$ cat src/design/epm_pkg.sv
// Shared types and fixed-point constants for the pose matrix pipeline.
// No dependencies.
package epm_pkg;

	localparam int FRAC_BITS = 14;
	localparam int ROT_W     = 16;
	localparam int ROM_W     = FRAC_BITS + 1;
	localparam int ANG_W     = 10;
	localparam int POS_W     = 24;
	localparam int DEG_W     = 9;
	localparam int IDX_W     = 7;
	localparam int ROM_DEPTH = 91;

	typedef logic signed [ROT_W-1:0] rot_val_t;

	typedef struct packed {
		logic s1;
		logic s2;
		logic s3;
		logic s4;
		logic s5;
	} pipe_en_t;

	typedef struct packed {
		rot_val_t sh;
		rot_val_t ch;
		rot_val_t se;
		rot_val_t ce;
		rot_val_t sb;
		rot_val_t cb;
	} trig_t;

	typedef struct packed {
		rot_val_t ce_ch;
		rot_val_t ce_sh;
		rot_val_t ce_sb;
		rot_val_t cb_ce;
		rot_val_t cb_sh;
		rot_val_t cb_ch;
		rot_val_t sb_sh;
		rot_val_t ch_sb;
		rot_val_t se;
		rot_val_t chsb_se;
		rot_val_t sbse_sh;
		rot_val_t cbch_se;
		rot_val_t cbse_sh;
	} prod_t;

	typedef struct packed {
		rot_val_t r00;
		rot_val_t r01;
		rot_val_t r02;
		rot_val_t r10;
		rot_val_t r11;
		rot_val_t r12;
		rot_val_t r20;
		rot_val_t r21;
		rot_val_t r22;
	} rot_t;

	typedef struct packed {
		logic signed [POS_W-1:0] x;
		logic signed [POS_W-1:0] y;
		logic signed [POS_W-1:0] z;
	} pos_t;

endpackage

$ cat src/design/epm_combine.sv
// Final sums, saturation to +-1.0 and the output register (stage 5).
// Depends on epm_pkg.
module epm_combine
	import epm_pkg::*;
(
	input  logic     clk,
	input  pipe_en_t en,
	input  prod_t    prod,
	output rot_t     rot
);

	localparam logic signed [ROT_W:0] ONE     = (ROT_W+1)'(1) <<< FRAC_BITS;
	localparam logic signed [ROT_W:0] NEG_ONE = -ONE;

	function automatic rot_val_t sat(input logic signed [ROT_W:0] v);
		if (v > ONE)
			return ONE[ROT_W-1:0];
		if (v < NEG_ONE)
			return NEG_ONE[ROT_W-1:0];
		return v[ROT_W-1:0];
	endfunction

	function automatic logic signed [ROT_W:0] ext(input rot_val_t v);
		return {v[ROT_W-1], v};
	endfunction

	rot_t rot_s5;

	always_ff @(posedge clk) begin
		if (en.s5) begin
			rot_s5.r00 <= sat(ext(prod.ce_ch));
			rot_s5.r01 <= sat(-ext(prod.ce_sh));
			rot_s5.r02 <= sat(ext(prod.se));
			rot_s5.r10 <= sat(ext(prod.cb_sh) + ext(prod.chsb_se));
			rot_s5.r11 <= sat(ext(prod.cb_ch) - ext(prod.sbse_sh));
			rot_s5.r12 <= sat(-ext(prod.ce_sb));
			rot_s5.r20 <= sat(ext(prod.sb_sh) - ext(prod.cbch_se));
			rot_s5.r21 <= sat(ext(prod.ch_sb) + ext(prod.cbse_sh));
			rot_s5.r22 <= sat(ext(prod.cb_ce));
		end
	end

	assign rot = rot_s5;

endmodule

$ cat config.mk
export PLATFORM = sky130hd
export DESIGN_NAME = epm_combine
export DESIGN_NICKNAME = d
export VERILOG_FILES = /design/src/design/epm_pkg.sv /design/src/design/epm_combine.sv
export SDC_FILE = /design/constraint.sdc
export NUM_CORES = 1
export LEC_CHECK = 0
export BUFFER_PORTS_ARGS = -buffer_cell sky130_fd_sc_hd__clkbuf_2
export CAP_MARGIN = 20
export CORE_MARGIN = 2
export CORE_UTILIZATION = 51
export DETAILED_ROUTE_END_ITERATION = 6
export PLACE_DENSITY = 0.79
export SYNTH_ARGS = -nofsm -noshare
export SYNTH_HDL_FRONTEND = slang
export SYNTH_SLANG_ARGS = --single-unit
$ cat constraint.sdc
create_clock -name clk -period 4.6 [get_ports clk]
set_input_delay 0.92 -clock clk [delete_from_list [all_inputs] [get_ports clk]]
set_output_delay 0.92 -clock clk [all_outputs]
set_load 0.1 [all_outputs]
==> run_results.csv <==
group,metric,value,unit
final_layout,instances_no_fill,1545,
hold_path,hold_class,"input port to flop",
clock_network,cts_buffers,17,
synthesis,syn-mean-instance-area,10.2,um^2
detailed_routing,post_drt_wl_per_cell,15.8,um
grt,grt_pass1_wl,38000,um
power_and_ir_drop,clkPwrFrac,0.270,
power_and_ir_drop,power-per-cell-area,419,nW/um^2
clock_network,cts_tree,"built",
place,place_hpwl,19600,um
final_layout,final_common_cell,"clkbuf_2",
floorplan,dieArea,19900,um^2
synthesis,yosysSeqAreaShare,0.452,
place,gp_congestion,0.943,
detailed_routing,via_count,8401,
sta,finalSetupViolCount,0,
final_layout,final_util,0.656,
synthesis,syn_inst,942,
floorplan,coreArea,18600,um^2
power_and_ir_drop,p_leak,0.00545,uW
synthesis,synth_async_sr_flop_share,0,
hold_path,whs_path_depth,1,
sta,tightest_slew,0.948,ns
place,numPortBuffers,353,
final_layout,stdcell_area,12200,um^2
sta,period_minus_slack,3.56,ns
clock_network,root_buffer,"clkbuf_16",
synthesis,synthFlopType,"edfxtp_1",
clock_network,postCtsSetupRepairBufs,0,
sta,final_max_slew_viol_count,0,
final_layout,num-fill-cells,1488,
final_layout,final_nets,1584,
clock_network,cts_buffer_depth,2,
final_layout,layout_common_cells,"clkbuf_2, edfxtp_1, nor2_1, ha_1, nand2_1",
power_and_ir_drop,sw_frac_of_total,0.439,
power_and_ir_drop,peakVddDrop,234,uV
run_status,status,"completed",
setup_path,endpoint_kind,"flop",
floorplan,start_util,0.515,
run,maxCapViolCount,0,
place,dp.cells,1513,
floorplan,die_h,141,um
grt,grt_usage,0.240,
synthesis,ys_types,75,
setup_path,cp_data_arrival_time,3.79,ns
sta,min_period_over_period,0.773,
setup_path,crit_path_max_fanout,8,
sta,hold_violations,0,
power_and_ir_drop,combPwrFrac,0.401,
sta,tns,0,ns
power_and_ir_drop,power_frac_seq,0.329,
final_layout,largest_reg_flops,144,
detailed_routing,vias_per_cell,5.44,
final_layout,syn2layout_area_growth,27.3,%
clock_network,cts_resized,0,
synthesis,ys_ff_latch,144,
power_and_ir_drop,intPower,2860,uW
detailed_routing,antenna_left,0,
clock_network,holdBufCountCts,0,
grt,grt_max_degree,86,
setup_path,crit_path_start_kind,"input port",
floorplan,chipWidth,141,um
synthesis,synth_nets,1228,
setup_path,critical_path_class,"input port to flop",
sta,setup_slack,1.04,ns
synthesis,synth_enable_flop_cells,144,
sta,max_freq,281,MHz
clock_network,path_clk_slew,0.07,ns
sta,rsz0062_at_grt,"no",
grt,grt_pass1_vias,7959,
floorplan,io_pins,358,
synthesis,yosys_warnings,0,
final_layout,layout-drive-gt1-share,0.331,
detailed_routing,first_pass_iters,4,
final_layout,antenna_cells,0,
setup_path,cp.required,4.83,ns
clock_network,clock_sinks,144,
floorplan,rows,50,
sta,relSlewSlack,0.364,
detailed_routing,wirelength,24400,um
place,placed_cell_area,11600,um^2
grt,globalRouteOverflowTotal,0,
power_and_ir_drop,power.net_switching,2240,uW
detailed_routing,drtIter0Drc,407,
clock_network,h-tree-depth,4,
detailed_routing,drc,0,
synthesis,synthesis.area,9570,um^2
grt,antenna_found_initial,0,
place,pre_cts_slack,0.577,ns
routing by layer:
metal,up-vias,routed length (um),global-route usage
met2,320,12800,0.445
met1,3840,9210,0.267
met3,47,1710,0.0530
li1,4194,-,-
met5,-,0,0
met4,0,711,0.0963
path summary, 6_finish.rpt:
kind / start / end / slack (ns)
setup / recovery: prod[41] / rot[65] / 1.04
hold / removal: prod[159] / rot[15] / 0.73
cells in the mapped netlist (7+ instances only):
master	number	area, um^2
nor2_1	94	353
edfxtp_1	144	4320
nand2_1	55	206
nor2b_1	16	100
o22ai_1	7	43.8
o21ai_0	37	185
ha_1	68	851
a21o_1	18	135
xnor2_1	38	333
o21a_1	8	60.1
nor2_2	7	43.8
and2_1	46	288
nand3_1	15	75.1
clkbuf_1	21	78.8
mux2i_1	8	80.1
nor3_1	26	130
inv_1	50	188
or3_1	11	68.8
a211oi_1	9	67.6
a31oi_1	16	100
a21oi_1	52	260
or2_2	15	93.8
nor4_1	17	106
xor2_1	32	280
nand2b_1	23	144
logic make-up after synthesis:
kind of cell	count (synthesis)	share of synthesized area
compound gates	210	0.146
xor+xnor	70	0.0641
simple gates	361	0.199
buf+inv	75	0.0309
flops	144	0.452
mux	10	0.0111
fa+ha+maj	72	0.0973
per-stage QoR:
step	total power (uW)	hold WS, ns
floorplan	3340	1.03
global placement	3710	1.15
detailed placement	3750	1.15
CTS	5130	0.710
global route	5310	0.712
finish	5100	0.735
worst max-delay path, cell delays in order:
cell and delay [ns]:
clkbuf_2 0.08, inv_1 0.03, ha_1 0.37, a211o_1 0.31
or3_1 0.32, a211oi_1 0.28, o21ai_0 0.18, and3_2 0.25
or4_4 0.59, or3b_1 0.38, o31ai_1 0.08
power by group through the flow:
| stage | clock network (uW) | registers (uW) | logic, uW |
|---|---|---|---|
| 3_3_place_gp | 0 | 1700 | 2020 |
| 5_1_grt | 1460 | 1690 | 2160 |
| 3_5_place_dp | 0 | 1700 | 2040 |
| 4_1_cts | 1400 | 1680 | 2050 |
| 6_report | 1380 | 1680 | 2040 |
| 2_1_floorplan | 0 | 2760 | 580 |
final cells by class:
class,count,area [um^2],share of cell area
clock buffer,17,425,0.0349
clock inverter,15,163,0.0133
inverter,50,188,0.0154
multi-input combinational,723,4950,0.406
sequential,144,4320,0.355
tap,234,293,0.0240
timing repair buffer,362,1840,0.151
(Power assumes the default switching activity.)
